$ cat src/tilt_to_azimuth_altitude_core_macros.svh
// ------------------------------------------------------------------------------------------
// Assertion macros for the tilt to azimuth and altitude core
// Checks that hold on the clock and reset of the module using them, empty for synthesis.
// ------------------------------------------------------------------------------------------
`ifndef TILT_TO_AZIMUTH_ALTITUDE_CORE_MACROS_SVH
`define TILT_TO_AZIMUTH_ALTITUDE_CORE_MACROS_SVH
`ifndef SYNTHESIS
`define TTA_ASSERT(lbl, prop) \
   lbl: assert property (@(posedge clock) disable iff (reset) prop) \
      else $error("tta: property failed");
`define TTA_NEVER(lbl, expr) \
   lbl: assert property (@(posedge clock) disable iff (reset) !(expr)) \
      else $error("tta: forbidden condition seen");
`else
`define TTA_ASSERT(lbl, prop)
`define TTA_NEVER(lbl, expr)
`endif
`endif

$ cat src/tta_pkg.sv
// ------------------------------------------------------------------------------------------
// Tilt to azimuth and altitude package
// Shared widths, CORDIC constants and the item type passed from the front to the back.
// ------------------------------------------------------------------------------------------
package tta_pkg;

   localparam int ROT_W       = 33;
   localparam int VEC_W       = 35;
   localparam int ZW          = 33;
   localparam int MAG_W       = 33;
   localparam int TAB_LEN     = 24;
   localparam int QUEUE_DEPTH = 4;
   localparam int QPTR_W      = 2;
   localparam int QCOUNT_W    = 3;

   localparam logic [29:0] GAIN_INV_Q30 = 30'd652032874;
   localparam logic [30:0] ONE_Q30      = 31'h4000_0000;
   localparam logic [17:0] DIV90_RECIP  = 18'd186413;

   localparam logic [29:0] ATAN_BAU [TAB_LEN] = '{
      30'd536870912, 30'd316933406, 30'd167458907, 30'd85004756, 30'd42667331,
      30'd21354465, 30'd10679838, 30'd5340245, 30'd2670163, 30'd1335087,
      30'd667544, 30'd333772, 30'd166886, 30'd83443, 30'd41722, 30'd20861,
      30'd10430, 30'd5215, 30'd2608, 30'd1304, 30'd652, 30'd326, 30'd163, 30'd81
   };

   typedef enum logic [2:0] {
      KIND_CORDIC,
      KIND_ZERO,
      KIND_X_ZERO,
      KIND_Y_ZERO,
      KIND_DIAG
   } kind_type;

   typedef struct packed {
      logic [15:0] ax;
      logic [15:0] ay;
      logic        nx;
      logic        ny;
      logic        ax90;
      logic        ay90;
      kind_type    kind;
   } item_type;

endpackage

$ cat src/tta_front.sv
// ------------------------------------------------------------------------------------------
// Tilt to azimuth and altitude front
// Accepts tilt items, saturates their magnitudes at 90 degrees and classifies the edge cases.
// ------------------------------------------------------------------------------------------
module tta_front #(
   parameter int FRAC_BITS = 8
) (
   input  logic               req_tvalid,
   output logic               req_tready,
   input  logic [15:0]        tilt_x,
   input  logic [15:0]        tilt_y,
   input  logic               full,
   output logic               push,
   output tta_pkg::item_type  item
);
   import tta_pkg::*;

   localparam logic [31:0] DEG90 = 32'(90) << FRAC_BITS;

   logic [16:0] mag_x;
   logic [16:0] mag_y;
   logic [15:0] ax;
   logic [15:0] ay;

   always_comb begin
      mag_x = tilt_x[15] ? 17'(-$signed({tilt_x[15], tilt_x})) : {1'b0, tilt_x};
      mag_y = tilt_y[15] ? 17'(-$signed({tilt_y[15], tilt_y})) : {1'b0, tilt_y};
      ax = (32'(mag_x) > DEG90) ? DEG90[15:0] : mag_x[15:0];
      ay = (32'(mag_y) > DEG90) ? DEG90[15:0] : mag_y[15:0];
      item.ax   = ax;
      item.ay   = ay;
      item.nx   = tilt_x[15];
      item.ny   = tilt_y[15];
      item.ax90 = (32'(ax) == DEG90);
      item.ay90 = (32'(ay) == DEG90);
      if (ax == '0 && ay == '0) begin
         item.kind = KIND_ZERO;
      end else if (ax == '0) begin
         item.kind = KIND_X_ZERO;
      end else if (ay == '0) begin
         item.kind = KIND_Y_ZERO;
      end else if (item.ax90 && item.ay90) begin
         item.kind = KIND_DIAG;
      end else begin
         item.kind = KIND_CORDIC;
      end
   end

   assign req_tready = !full;
   assign push       = req_tvalid && !full;

endmodule

$ cat config.mk
export PLATFORM = sky130hd
export DESIGN_NAME = tta_front
export DESIGN_NICKNAME = d
export VERILOG_FILES = /design/src/tilt_to_azimuth_altitude_core_macros.svh /design/src/tta_pkg.sv /design/src/tta_front.sv
export SDC_FILE = /design/constraint.sdc
export NUM_CORES = 1
export LEC_CHECK = 0
export BUFFER_PORTS_ARGS = -buffer_cell sky130_fd_sc_hd__buf_2
export CAP_MARGIN = 40
export CORE_ASPECT_RATIO = 0.9
export CORE_MARGIN = 10
export CORE_UTILIZATION = 45
export DETAILED_ROUTE_END_ITERATION = 6
export PLACE_DENSITY = 0.79
export SLEW_MARGIN = 30
export SYNTH_ARGS = -nofsm -noshare
export SYNTH_HDL_FRONTEND = slang
export SYNTH_SLANG_ARGS = --single-unit
$ cat constraint.sdc
create_clock -name vclk -period 3.6
set_clock_uncertainty 0.2 [all_clocks]
set_input_delay 0.72 -clock vclk [all_inputs]
set_output_delay 0.72 -clock vclk [all_outputs]
set_load 0.01 [all_outputs]
==> metrics.yaml, run 1 <==
outcome:
  outcome: "stopped before the end"
  failed_stage: "global routing"
  first-error: "[ERROR GRT-0232] Routing congestion too high. Check the congestion heatmap in the GUI."
synthesis:
  netlist_area_um2: 1560
  synthXorXnorAreaFrac: 0.124
  synth.distinct_cells: 57
  syn_avg_cell_area_um2: 6.51
  synthAdderAreaFrac: 0.0322
  synth_top_family_by_area: "simple AND/OR/NAND/NOR gates"
  synth_simple_gate_area_frac: 0.393
  synth.yosys.seq_area_share: 0
  synthMuxAreaShare: 0.0459
  synth-compound-area-share: 0.319
  postSynthCellCount: 239
  ys.warnings.count: 0
clock_network:
  postCtsHoldBufs: 0
floorplan:
  die_h_um: 75.8
  die_w_um: 82.0
  ios: 75
  placementRows: 20
  start_util: 0.464
sta:
  worst_endpoint: "item[1]"
  endpoint_type: "primary output"
place:
  dp_hpwl_um: 5220
  io_buffers: 73
  gp_congestion: 0.925
  placed_area_um2: 2570
grt:
  grt-ovfl-total: 57
  grt.total_usage: 0.622
  grt_max_degree: 23
-- per-stage QoR --
step / setup slack [ns] / instances / setup TNS (ns) / hold slack [ns]
CTS: -0.383 / 429 / -6.07 / 1.48
detailed placement: -0.502 / 421 / -9.78 / 1.48
global placement: -0.425 / 421 / -8.45 / 1.48
floorplan: -0.195 / 240 / -0.343 / 1.28
-- what timing repair did --
| action | CTS |
|---|---|
| pin swaps | 31 |
| setup endpoints to repair | 34 |
| endpoints found under the hold margin | 0 |
| gates cloned | 2 |
| gates resized for setup | 63 |
| setup buffers | 9 |
-- cells in the mapped netlist, types with 6 or more instances --
master,instances,area (um^2)
nor2b_1,7,43.8
o41ai_1,6,52.6
xnor2_1,7,61.3
or3_1,7,43.8
mux2i_1,6,60.1
nor2_1,23,86.3
or2_2,6,37.5
clkbuf_1,7,26.3
xor2_1,15,131
o21ai_0,10,50.1
nand2b_1,7,43.8
nand2_1,32,120
o21bai_1,7,52.6
inv_1,10,37.5
nor3_1,16,80.1
-- per-layer routing --
metal | overflow | global-route usage
met5 | 0 | 0.117
met1 | 0 | 0.570
met4 | 22 | 0.719
met3 | 3 | 0.513
met2 | 32 | 0.777
-- cell families after synthesis --
kind of cell / Yosys count
xor gates and xnor gates: 22
adders and majority gates: 4
buffers and inverters: 29
muxes: 7
and+or+nand+nor: 116
AOI/OAI and AO/OA: 60
other: 1
==> inputs of run 2 (changes only) <==
--- a/config.mk
+++ b/config.mk
@@ -7,11 +7,10 @@
 export LEC_CHECK = 0
 export BUFFER_PORTS_ARGS = -buffer_cell sky130_fd_sc_hd__buf_2
 export CAP_MARGIN = 40
-export CORE_ASPECT_RATIO = 0.9
 export CORE_MARGIN = 10
-export CORE_UTILIZATION = 45
+export CORE_UTILIZATION = 35
 export DETAILED_ROUTE_END_ITERATION = 6
-export PLACE_DENSITY = 0.79
+export PLACE_DENSITY_LB_ADDON = 0.15
 export SLEW_MARGIN = 30
 export SYNTH_ARGS = -nofsm -noshare
 export SYNTH_HDL_FRONTEND = slang
==> constraint.sdc (replaced) <==
create_clock -name vclk -period 4.7
set_clock_uncertainty 0.2 [all_clocks]
set_input_delay 0.94 -clock vclk [all_inputs]
set_output_delay 0.94 -clock vclk [all_outputs]
set_load 0.01 [all_outputs]
==> run 2 against run 1 <==
The run now ends clean. Area after synthesis stayed put. Synthesized cell count stayed put.
==> metrics.yaml, run 2 <==
synthesis:
  ys_top_cells_by_count: "nand2_1 (32), nor2_1 (23), nor3_1 (16)"
  synthTopCellsByArea: "xor2_1 (8.4%), nand2_1 (7.7%), nor2_1 (5.6%), nor3_1 (5.1%), xnor2_1 (3.9%)"
  ys.warnings.count: 0  # unchanged
  yosysTopAreaCellShare: 0.0845  # unchanged
  syn_avg_cell_area_um2: 6.51  # unchanged
  synth.yosys.seq_area_share: 0  # unchanged
  yosys.area.top_type: "xor2_1"
  postSynthCellCount: 239  # unchanged
  yosysMostFrequentCell: "nand2_1"
  synth.distinct_cells: 57  # unchanged
  netlist_area_um2: 1560  # unchanged
sta:
  worst_slack_ns: 0.0425
  hold_violations: 0
  setup_viol: 0
  fmax_mhz: 215
  finalMaxSlewViolations: 0
  fin_crit_ns: 4.66
  period_share: 0.991
  maxSlewHeadroom: 0.646
  worst_slew_pin_slew_ns: 0.526
  rsz0062_at_grt: "true"
critical_path:
  crit_type: "primary input to output port"
  crit_path_max_fanout: 7
  required_ns: 3.56
  endpoint_kind: "output port"
  start_kind: "primary input"
  cp_data_arrival_time_ns: 3.52
final_layout:
  fin_cells: 365
  multiInputGateArea_um2: 1520
  drive_gt1_frac: 0.396
  layout_common_cells: "buf_2 (73), nand2_1 (32), nor2_1 (22), buf_4 (17), nor3_1 (15)"
  final_common_cell: "buf_2"
  fillers: 475
  final_core_util: 0.492
  nClkBuffers: 0
  area_delta_synth_final_pct: 36.8
  ff_latch_area_um2: 0
  nets: 353
  num_antenna_cells: 0
  seq_cells: 0
power:
  p_leak_nw: 1.00
  total_power_mw: 0.234
  power_density_nw_per_um2: 110
  peakVddDrop_uv: 45.2
min_path:
  hp-class: "primary input to output port"
  holdPathStages: 3
  min_to: "req_tready"
  min-delay-start: "full"
floorplan:
  die_h_um: 86.7  # +14%
  placementRows: 24  # +20%
  die_w_um: 86.7  # +5.7%
  start_util: 0.360  # -0.104
  die_area_um2: 7510
  ios: 75  # unchanged
  core-area_um2: 4320
drt:
  wire_per_inst_um: 15.3
  vias_per_cell: 5.46
  ant_nets: 0
  post-route-drc-count: 0
  vias: 1992
  drt_iter0_markers: 106
  drt_pass1_iterations: 4
  routed_wl_um: 5600
clock_network:
  postCtsHoldBufs: 0  # unchanged
grt:
  grt.total_usage: 0.137
  grt_max_degree: 26
  grt_pass1_vias: 1928
  grt_pass1_wl_um: 9140
  antenna_found_initial: 0
  grt-ovfl-total: 0
run:
  maxCapViolCount: 0
place:
  gp_congestion: 0.856  # -7.4%
  io_buffers: 73  # unchanged
  place_ws_ns: -0.0169  # +0.485 ns
  dp_hpwl_um: 4580  # -12%
  dp.cells: 364  # -14%
outcome:
  outcome: "finished, final reports clean"
## run 2: worst max path at each step
| stage | from | to | slack [ns] | cells past startpoint |
|---|---|---|---|---|
| final | tilt_x[5] | item[0] | 0.04 | 10 |
| after global routing | tilt_x[5] | item[0] | -0.09 | 10 |
| after CTS | tilt_x[1] | item[0] | 0.01 | 10 |
| after detailed placement | tilt_x[1] | item[0] | -0.02 | 10 |
| after global placement | tilt_x[1] | item[0] | -0.06 | 10 |
| after floorplan | tilt_x[7] | item[0] | 0.33 | 8 |
## run 2: final cells by class
| class | instances | area share |
|---|---|---|
| inverter | 11 | 0.0194 |
| multi-input combinational | 211 | 0.713 |
| tap | 52 | 0.0306 |
| timing repair buffer | 91 | 0.237 |
## run 2: power by group
part / leakage (nW) / total (mW) / switching (mW) / internal (mW)
Combinational: 1.00 / 0.234 / 0.134 / 0.0992
Sequential: 0 / 0 / 0 / 0
Clock: 0 / 0 / 0 / 0
## run 2: cell families after synthesis
family / count (synthesis) / share of synthesized area
AND/OR/NAND/NOR: 116 / 0.393
AO/OA/AOI/OAI: 60 / 0.319
buffers and inverters: 29 / 0.0837
XOR/XNOR: 22 / 0.124
multiplexers: 7 / 0.0459
adder cells (fa/ha/maj): 4 / 0.0322
other: 1 / 0.00241
## run 2: what timing repair did
action,4_1_cts,5_1_grt
endpoints found under the setup margin,1,3
resized for setup,2,13
gates cloned,0,0
buffers inserted,0,1
pin swaps,0,9
hold endpoints to repair,0,0
## run 2: metal layers
metal	wire, um	vias to the layer above	global-route usage
li1	-	1012	-
met1	2360	931	0.167
met2	2920	49	0.254
met3	318	0	0.0225
met4	0	0	0.00295
met5	0	-	0
## run 2: metrics by stage
step | hold WS [ns] | instance area, um^2 | setup TNS, ns
2_1_floorplan | 1.72 | 1560 | 0
3_3_place_gp | 1.92 | 2030 | -0.0581
3_5_place_dp | 1.92 | 2030 | -0.0169
4_1_cts | 1.92 | 2040 | 0
5_1_grt | 1.94 | 2130 | -0.0898
6_report | 1.92 | 2130 | 0
## run 2: worst max-delay path, stage by stage
cell,delay (ns)
buf_2,0.10
or4_4,0.57
buf_6,0.17
o41ai_4,0.34
xor2_1,0.21
nand4_1,0.16
or3_4,0.41
ha_1,0.18
or2_2,0.28
buf_2,0.14
(Power assumes the default switching activity.)
