## src/tilt_to_azimuth_altitude_core_macros.svh

```systemverilog
// ------------------------------------------------------------------------------------------
// Assertion macros for the tilt to azimuth and altitude core
// Checks that hold on the clock and reset of the module using them, empty for synthesis.
// ------------------------------------------------------------------------------------------
`ifndef TILT_TO_AZIMUTH_ALTITUDE_CORE_MACROS_SVH
`define TILT_TO_AZIMUTH_ALTITUDE_CORE_MACROS_SVH
`ifndef SYNTHESIS
`define TTA_ASSERT(lbl, prop) \
   lbl: assert property (@(posedge clock) disable iff (reset) prop) \
      else $error("tta: property failed");
`define TTA_NEVER(lbl, expr) \
   lbl: assert property (@(posedge clock) disable iff (reset) !(expr)) \
      else $error("tta: forbidden condition seen");
`else
`define TTA_ASSERT(lbl, prop)
`define TTA_NEVER(lbl, expr)
`endif
`endif

```

## src/tta_pkg.sv

```systemverilog
// ------------------------------------------------------------------------------------------
// Tilt to azimuth and altitude package
// Shared widths, CORDIC constants and the item type passed from the front to the back.
// ------------------------------------------------------------------------------------------
package tta_pkg;

   localparam int ROT_W       = 33;
   localparam int VEC_W       = 35;
   localparam int ZW          = 33;
   localparam int MAG_W       = 33;
   localparam int TAB_LEN     = 24;
   localparam int QUEUE_DEPTH = 4;
   localparam int QPTR_W      = 2;
   localparam int QCOUNT_W    = 3;

   localparam logic [29:0] GAIN_INV_Q30 = 30'd652032874;
   localparam logic [30:0] ONE_Q30      = 31'h4000_0000;
   localparam logic [17:0] DIV90_RECIP  = 18'd186413;

   localparam logic [29:0] ATAN_BAU [TAB_LEN] = '{
      30'd536870912, 30'd316933406, 30'd167458907, 30'd85004756, 30'd42667331,
      30'd21354465, 30'd10679838, 30'd5340245, 30'd2670163, 30'd1335087,
      30'd667544, 30'd333772, 30'd166886, 30'd83443, 30'd41722, 30'd20861,
      30'd10430, 30'd5215, 30'd2608, 30'd1304, 30'd652, 30'd326, 30'd163, 30'd81
   };

   typedef enum logic [2:0] {
      KIND_CORDIC,
      KIND_ZERO,
      KIND_X_ZERO,
      KIND_Y_ZERO,
      KIND_DIAG
   } kind_type;

   typedef struct packed {
      logic [15:0] ax;
      logic [15:0] ay;
      logic        nx;
      logic        ny;
      logic        ax90;
      logic        ay90;
      kind_type    kind;
   } item_type;

endpackage

```

## src/tta_queue.sv

```systemverilog
// ------------------------------------------------------------------------------------------
// Tilt to azimuth and altitude queue
// Short first-in first-out buffer of classified items between the front and the back.
// ------------------------------------------------------------------------------------------
`include "tilt_to_azimuth_altitude_core_macros.svh"

module tta_queue (
   input  logic              clock,
   input  logic              reset,
   input  logic              push,
   input  tta_pkg::item_type push_item,
   output logic              full,
   input  logic              pop,
   output logic              empty,
   output tta_pkg::item_type head
);
   import tta_pkg::*;

   item_type             mem_ff [QUEUE_DEPTH];
   logic [QPTR_W-1:0]    wr_ptr_ff;
   logic [QPTR_W-1:0]    wr_ptr_in;
   logic [QPTR_W-1:0]    rd_ptr_ff;
   logic [QPTR_W-1:0]    rd_ptr_in;
   logic [QCOUNT_W-1:0]  count_ff;
   logic [QCOUNT_W-1:0]  count_in;
   logic                 do_push;
   logic                 do_pop;

   assign full    = (count_ff == QCOUNT_W'(QUEUE_DEPTH));
   assign empty   = (count_ff == '0);
   assign do_push = push && !full;
   assign do_pop  = pop && !empty;
   assign head    = mem_ff[rd_ptr_ff];

   always_comb begin
      wr_ptr_in = do_push ? wr_ptr_ff + 1'b1 : wr_ptr_ff;
      rd_ptr_in = do_pop ? rd_ptr_ff + 1'b1 : rd_ptr_ff;
      count_in  = count_ff;
      if (do_push && !do_pop) begin
         count_in = count_ff + 1'b1;
      end else if (do_pop && !do_push) begin
         count_in = count_ff - 1'b1;
      end
   end

   always_ff @(posedge clock) begin
      if (reset) begin
         wr_ptr_ff <= '0;
         rd_ptr_ff <= '0;
         count_ff  <= '0;
      end else begin
         wr_ptr_ff <= wr_ptr_in;
         rd_ptr_ff <= rd_ptr_in;
         count_ff  <= count_in;
      end
   end

   always_ff @(posedge clock) begin
      if (do_push) begin
         mem_ff[wr_ptr_ff] <= push_item;
      end
   end

   `TTA_NEVER(a_count_over, count_ff > QCOUNT_W'(QUEUE_DEPTH))
   `TTA_ASSERT(a_count_up, do_push && !do_pop |=> count_ff == $past(count_ff) + 1'b1)
   `TTA_ASSERT(a_count_down, do_pop && !do_push |=> count_ff == $past(count_ff) - 1'b1)

endmodule

```

## config.mk

```make
export PLATFORM = sky130hd
export DESIGN_NAME = tta_queue
export DESIGN_NICKNAME = d
export VERILOG_FILES = /design/src/tta_pkg.sv /design/src/tta_queue.sv
export VERILOG_INCLUDE_DIRS = /design/src /design/src/src
export SDC_FILE = /design/constraint.sdc
export NUM_CORES = 1
export LEC_CHECK = 0
export ABC_AREA = 1
export BUFFER_PORTS_ARGS = -buffer_cell sky130_fd_sc_hd__buf_2
export CAP_MARGIN = 20
export CORE_MARGIN = 3
export CORE_UTILIZATION = 40
export DETAILED_ROUTE_END_ITERATION = 6
export PLACE_DENSITY = 0.56
export SYNTH_ARGS = -nofsm -noshare
export SYNTH_HDL_FRONTEND = slang
export SYNTH_SLANG_ARGS = --single-unit
```

## constraint.sdc

```tcl
create_clock -name clock -period 4 [get_ports clock]
set_clock_uncertainty 0.15 [all_clocks]
set_input_delay 0.4 -clock clock [delete_from_list [all_inputs] [get_ports clock]]
set_output_delay 0.4 -clock clock [all_outputs]
set_load 0.02 [all_outputs]
```

* Word-level counts from Yosys, hierarchy flattened
Memories as Yosys holds them, arrays and structs flattened. A register that Yosys moved wholly into a read port is not among the register bits.
Cells that the tools add are included.
** Operators by class
- Add/subtract/negate cells :: 4
- $mul :: 0
- Div/mod/pow operators :: 0
- $lt $le $gt $ge :: 0
- Eq/ne operators :: 1
- Shift operators :: 0
- Muxes and demuxes :: 6
- Bitwise gates (word level) :: 0
- Reduce and logical (&&, ||, !) cells :: 10
** Operators with widths (count)
- 3-bit 2-to-1 mux :: 2
- 2-bit by 1-bit adder with 2-bit output (second input constant) :: 2
- 1-bit logical AND :: 4
- 1-bit logical NOT :: 4
- 2-bit 2-to-1 mux :: 2
- 3-bit by 1-bit adder with 3-bit output (second input constant) :: 1
- 3-bit equality test (second input constant) :: 1
- 3-bit logical NOT :: 1
- 3-bit by 1-bit subtractor with 3-bit output (second input constant) :: 1
- 1-bit 2-to-1 mux :: 2
- 2-bit nonzero test :: 1
** Word-level totals
- Flip-flop bits (word level) :: 7
- Latch bits :: 0
- Bits in writable memories :: 156
- ROM bits :: 0
- Memories kept :: 1
** Memory list
- mem_ff :: depth 4, bits a word 39, rd ports 1, clocked after memory_dff 1, wr ports 1, line tta_queue.sv:19 : item_type mem_ff [QUEUE_DEPTH];

* Depth between registers and ports, before layout
Gate-level depths: netlist (run 1).
- Depth after elaboration :: 7
- Mapped depth :: 13
- Depth with buffers taken out :: 13

* Least setup slack after synthesis (run 1)
Ideal clock, no wire load.
- Path type :: register to register
- From :: register count_ff[0]
- To :: memory mem_ff[0][0] (netlist name), enable pin
- Setup time :: 435 ps
- Data arrival time :: 2303 ps
- Data required time :: 3415 ps
- Path slack :: 1111 ps
- Stages on the path, launching flop included :: 5
- Buffers on the path :: 0
- Clock period less this slack :: 2889 ps
- Cells stage by stage :: dfxtp_1 -> nor2_1 -> nand2_1 -> nand2_1 -> nor2_1
** Between the ends
- Cells in the longest elaborated chain, start to end :: 5
** Ends and longest elaborated chain
- start, declared :: line tta_queue.sv:24 : logic [QCOUNT_W-1:0] count_ff;
- start signal, assigned :: line tta_queue.sv:54 : count_ff <= count_in;
- 3-bit equality test :: line tta_queue.sv:29 : assign full = (count_ff == QCOUNT_W'(QUEUE_DEPTH));
- 1-bit logical NOT :: line tta_queue.sv:31 : assign do_push = push && !full;
- 1-bit logical AND :: line tta_queue.sv:31
- 1-bit 2-to-1 mux :: line tta_queue.sv:59 : if (do_push) begin
- 1-bit 2-to-1 mux (implied by the code) :: line tta_queue.sv:60 : mem_ff[wr_ptr_ff] <= push_item;
- end, declared :: line tta_queue.sv:19
No other way between the ends.

==> impl_results.md, run 1 <==
* Slew margin rel. at 49.02%
* Final wirelength at 12.73 mm
* YS warnings at 0
* Final Cycle Share at 71.63%
* Max rail drop VDD at 0.3244 mV
* Initial Utilization at 41.12%
* End of the worst register-to-register path: count_ff[1]
* Hpwl dp at approximately 7.1 mm
* Clk Latency, worst-skew pair at 0.42 ns
* R2R setup slack at 1.70 ns
* Final nets at 581
* Fin. max-slew vios at 0
* Crit end category: output port
* Total track usage at 15.39%
* Distinct cell type count after synthesis at 22
* Clock Tree Buf Depth at 2
* Leading area contributor after synthesis: edfxtp_1
* CTS tree: done
* Post-layout minimum cycle time at 2.865 ns
* CP bufs+invs at 2
* First-pass GRT wire length at 20.49 mm
* Most frequent cells in the layout: 156 x edfxtp_1, 88 x nor2_1, 83 x buf_2, 77 x o21ai_0, 39 x o22ai_1
* Setup bufs post-CTS at 0
* Worst R2R Start: count_ff[1]
* Total die area at between 15000 and 20000 um^2
* Clk sinks at 165
* Least-Margin Pin Slew at 0.7646 ns
* Final Util at approximately half
* Port buffer count at 83
* Crit-path max FO at 46
* Drt via density at 5.000
* RSZ-0062 raised after global routing: no
* Post-synthesis net count at slightly below 500
* Fill cell count at 1307
* DR WL/cell at 16.84 um
* Post-DRT Antenna Nets at 0
* Fin Hold WS at 0.04084 ns
* Area Overhead vs Synth at 18.29%
* Initial antenna violation count at 1
* Status: complete, no violations
* Worst Hold End: mem_ff[3][26]
* TritonCTS buffer count at 17
* R2R depth at 9
* Routed via count at 3780
* Cell Chain, Critical Path: buf_4 -> o21ai_0 -> o22ai_1 -> buf_2
* CP startpoint kind: flip-flop
* Setup TNS at 0 ns
* Most common cell after layout, fill and taps aside: edfxtp_1
* Min-delay src: push_item[26]
* Top delay family on crit path: flip-flops
* Yosys reg bits at 165
* DR pass1 iterations at 4
* Inserted Diodes at 0
* GPL Wtd Cong at 0.7199
* HP Class: in -> reg
* Vias in the first global route at 3830
* Largest cells by area after synthesis: edfxtp_1 75%, o21ai_0 6.1%, nor2_1 5.5%
* Peak Freq at roughly 350 MHz
* Reg clk slew, reported paths at 0.06 ns
* Chip Width at 131.2 um
* Remaining global-route overflow at 0
* Syn Area/Cell at 14.01 um^2
* Max cap viols at 0
* DRC errors left at 0
* Hold path cells at 1
* Row Count at 45
* Register area share after synthesis at 77.53%
* H-Tree Depth at 4
* Setup-failing EPs final at 0
* CTS Hold Bufs at 0
* Post-cts resize count at 0
* Post-Syn Instances at 448
* Drt first-iter violations at 306
* Power per cell area at roughly 660 nW/um^2
* Leak at 2.647 nW
* Crit path required time at between 3 and 4 ns
* Hold Vio Cnt, Final at 0
* Core area at 15260 um^2
* Root buf cell: clkbuf_16
* Crit Path Category: reg -> out
* Crit path DAT at 2.32 ns
* # IOs at 84
* Pin count of the biggest net entering global routing at around 80
* Critical path's slowest cell: dfxtp_2
* Max stage delay on crit path at between 0.7 and 0.8 ns
* Die span in y at 131.2 um
* Synthesized area at about 6300 um^2
* Share of cells above drive strength 1 at ~22%
* Yosys top cell area share at between 70% and 80%
[cell usage after synthesis, drive strengths merged]
library cell    n
o21ai          79
nand3           4
clkbuf          9
nand2          15
dfxtp           9
a21oi           3
xor2            1
buf            16
inv            18
ha              5
edfxtp        156
nor2           92
fa              1
o22ai          39
nand3b          1
[cell type report]
class,instances,area [um^2],share of cell area (%)
Clock buffer,29,533.0,7.181
Multi-Input combinational cell,240,1205,16.23
Clock inverter,3,15.01,0.2023
Inverter,18,70.07,0.9440
Sequential cell,165,4867,65.58
Tap cell,211,264.0,3.557
Timing Repair Buffer,90,467.9,6.305
[per-layer routing]
metal  global-route usage [%]  up-vias  wire length [um]
met1                    18.68     1872              5613
met3                    4.671       22               557
met2                    25.72       71              6309
li1                         -     1813                 -
met5                        0        -                13
met4                    6.418        2               239
[worst max-delay path by stage]
stage / from / to / cells after the start
global placement: flip-flop / head[10] / 4
CTS: flip-flop / head[2] / 4
global route: flip-flop / head[2] / 4
floorplan: count_ff[0] / mem_ff[0][0] / 4
finish: flip-flop / head[10] / 4
detailed placement: flip-flop / head[2] / 4
[cells by family (layout without fill, tap and decap cells)]
group / Yosys count / count (layout) / share of synthesized area (%)
XOR/XNOR: 1 / 1 / 0.1396
buffers and inverters: 43 / 140 / 3.749
flip-flops: 165 / 165 / 77.53
AND/OR/NAND/NOR: 112 / 112 / 6.839
AO/OA/AOI/OAI: 121 / 121 / 10.43
adder cells (fa/ha/maj): 6 / 6 / 1.316
[power by group]
group / internal, mW / switching [mW] / leakage [nW]
Combinational: 0.363 / 0.873 / 0.873
Sequential: 2.10 / 0.0830 / 1.50
Clock: 0.899 / 0.593 / 0.270
Total: 3.36 / 1.55 / 2.65
[stage by stage]
step	power, mW	instance area, um^2	worst slack, ns	cells
floorplan	3.069	6275	1.111	448
global placement	3.461	6874	1.586	724
detailed placement	3.481	6874	1.541	724
CTS	4.975	7422	1.070	756
global route	5.170	7422	0.9213	756
finish	4.914	7422	1.135	756
[sequential cells by signal, summed over array words and instances, names as in the netlist, named ones only]
register	count
wr_ptr_ff	2
rd_ptr_ff	2
count_ff	3
mem_ff	156
(Power assumes the default switching activity.)
==> inputs of run 2 (changes only) <==
clock period = 2.8 ns   (was 4 ns; I/O delays follow)
==> impl_results.md, run 2 (synthesis results as in run 1) <==
* Storage element area at 4867 um^2 (unchanged)
* Drt via density at 4.892 (-2.2%)
* Clk Latency, worst-skew pair at 0.43 ns (about the same)
* Inserted Diodes at 0 (unchanged)
* Crit Path Category: reg -> out
* CTS tree: done
* Port buffer count at 83 (unchanged)
* Root buf cell: clkbuf_16
* Leak at 2.922 nW (+10%)
* DR pass1 iterations at 4 (unchanged)
* Total track usage at 15.45% (+0.056 points)
* Status: complete, no violations
* Post-DRT Antenna Nets at 0 (unchanged)
* R2R depth at 9 (unchanged)
* RSZ-0062 raised after global routing: no
* Crit end category: output port
* Crit-path max FO at 78 (+70%)
* End of the worst register-to-register path: count_ff[1]
* Fin. max-slew vios at 0 (unchanged)
* Hold path cells at 3 (+2)
* Core area at 15260 um^2 (unchanged)
* Initial antenna violation count at 0 (-1)
* Hold Vio Cnt, Final at 0 (unchanged)
* # IOs at 84 (unchanged)
* Total die area at 17230 um^2 (unchanged)
* Initial Utilization at 41.12% (unchanged)
* Hpwl dp at 7.330 mm (+3.0%)
* Post-cts resize count at 0 (unchanged)
* Slew margin rel. at 47.86% (-1.2 points)
* Routed via count at 3928 (+3.9%)
* Setup-failing EPs final at 0 (unchanged)
* Power per cell area at 935.7 nW/um^2 (+41%)
* Multi-input gate area at 1205 um^2 (unchanged)
* Row Count at 45 (unchanged)
* DRC errors left at 0 (unchanged)
* Reg clk slew, reported paths at 0.06 ns (about the same)
* Chip Width at 131.2 um (unchanged)
* Min-delay src: pop
* First-pass GRT wire length at 20.47 mm (about the same)
* Clk sinks at 165 (unchanged)
* Share of cells above drive strength 1 at 22.97% (+0.59 points)
* Die span in y at 131.2 um (unchanged)
* Final Cycle Share at 91.09%
* CTS Hold Bufs at 41 (+41)
* Crit path required time at 2.37 ns (-1.08 ns)
* Least-Margin Pin Slew at 0.7821 ns (+0.01749 ns)
* Vias in the first global route at 3925 (+2.5%)
* Area Overhead vs Synth at 27.84%
* TritonCTS buffer count at 17 (unchanged)
* H-Tree Depth at 4 (unchanged)
* DR WL/cell at 16.13 um (-4.3%)
* Fin Hold WS at 0.02132 ns (-0.01952 ns)
* Max cap viols at 0 (unchanged)
* Reg with most FFs: mem_ff
* Final wirelength at 12.95 mm (+1.7%)
* Most common cell after layout, fill and taps aside: edfxtp_1
* Peak Freq at 392.1 MHz
* Pin count of the biggest net entering global routing at 79 (unchanged)
* GPL Wtd Cong at 0.7239 (+0.56%)
* Setup bufs post-CTS at 0 (unchanged)
* HP Class: in -> reg
* Setup TNS at 0 ns (unchanged)
* Fill cell count at 1279 (-2.1%)
* R2R setup slack at 0.46 ns (-1.24 ns)
* Final nets at 628 (+8.1%)
* Worst R2R Start: count_ff[1]
* Biggest regs: mem_ff: 156 flops, count_ff: 3 flops
* CP startpoint kind: flip-flop
* Post-layout minimum cycle time at 2.551 ns
* Crit path DAT at 2.12 ns (-0.20 ns)
* Drt first-iter violations at 205 (-33%)
* Most frequent cells in the layout: 156 x edfxtp_1, 88 x nor2_1, 83 x buf_2, 77 x o21ai_0, 41 x dlygate4sd3_1
* Clock Tree Buf Depth at 2 (unchanged)
* Remaining global-route overflow at 0 (unchanged)
* Max reg flops at 156 (unchanged)
* Max rail drop VDD at 0.4839 mV (+49%)
run 2: changes by cell type in the layout (fill, tap and decap cells not counted):
cell           delta
dlygate4sd3_1    +41
clkinv_2          -1
clkbuf_16         +5
clkbuf_1          -8
inv_4             +1
clkinv_4          +2
buf_4             +6
bufinv_16         +1
run 2: layout make-up:
cell class | count | share of cell area (%)
timing repair buffer | 137 | 11.51
clock buffer | 26 | 7.830
tap | 211 | 3.291
inverter | 18 | 0.8735
clock inverter | 6 | 0.7955
sequential | 165 | 60.68
multi-input combinational | 240 | 15.02
run 2: worst max-delay path by stage:
stage	to	cells after the start	slack [ns]	start
6_report	head[38]	4	0.25	flip-flop
5_1_grt	head[28]	4	0.07	flip-flop
4_1_cts	head[28]	4	0.20	flip-flop
3_5_place_dp	count_ff[1]	9	0.50	count_ff[1]
3_3_place_gp	count_ff[1]	9	0.58	count_ff[1]
2_1_floorplan	mem_ff[0][0]	4	-0.09	count_ff[0]
run 2: critical path: stages (launching register included):
cell	delay, ns
dfxtp_2	0.35
buf_4	0.64
o21ai_0	0.21
o22ai_1	0.27
buf_2	0.22
run 2: routing by layer:
layer	part of all wire (%)	global-route usage (%)
met3	4.1	4.556
met1	45	18.67
met4	1.5	5.834
met5	0	0
met2	50	26.30
run 2: power by group:
group          internal, mW  total (mW)  switching [mW]
Sequential             3.00        3.08          0.0764
Combinational         0.571        1.87            1.30
Clock                  1.65        2.55           0.907
run 2: stage by stage:
| step | cell area (um^2) | instances | setup WS (ns) | total power, mW | utilization (%) |
|---|---|---|---|---|---|
| finish | 8021 | 803 | 0.2494 | 7.505 | 52.57 |
| global route | 8021 | 803 | 0.06624 | 7.870 | 52.57 |
| CTS | 8021 | 803 | 0.2012 | 7.606 | 52.57 |
| detailed placement | 6919 | 730 | 0.4960 | 5.000 | 45.35 |
| global placement | 6919 | 730 | 0.5820 | 4.962 | 45.35 |
| floorplan | 6275 | 448 | -0.08873 | 4.385 | - |
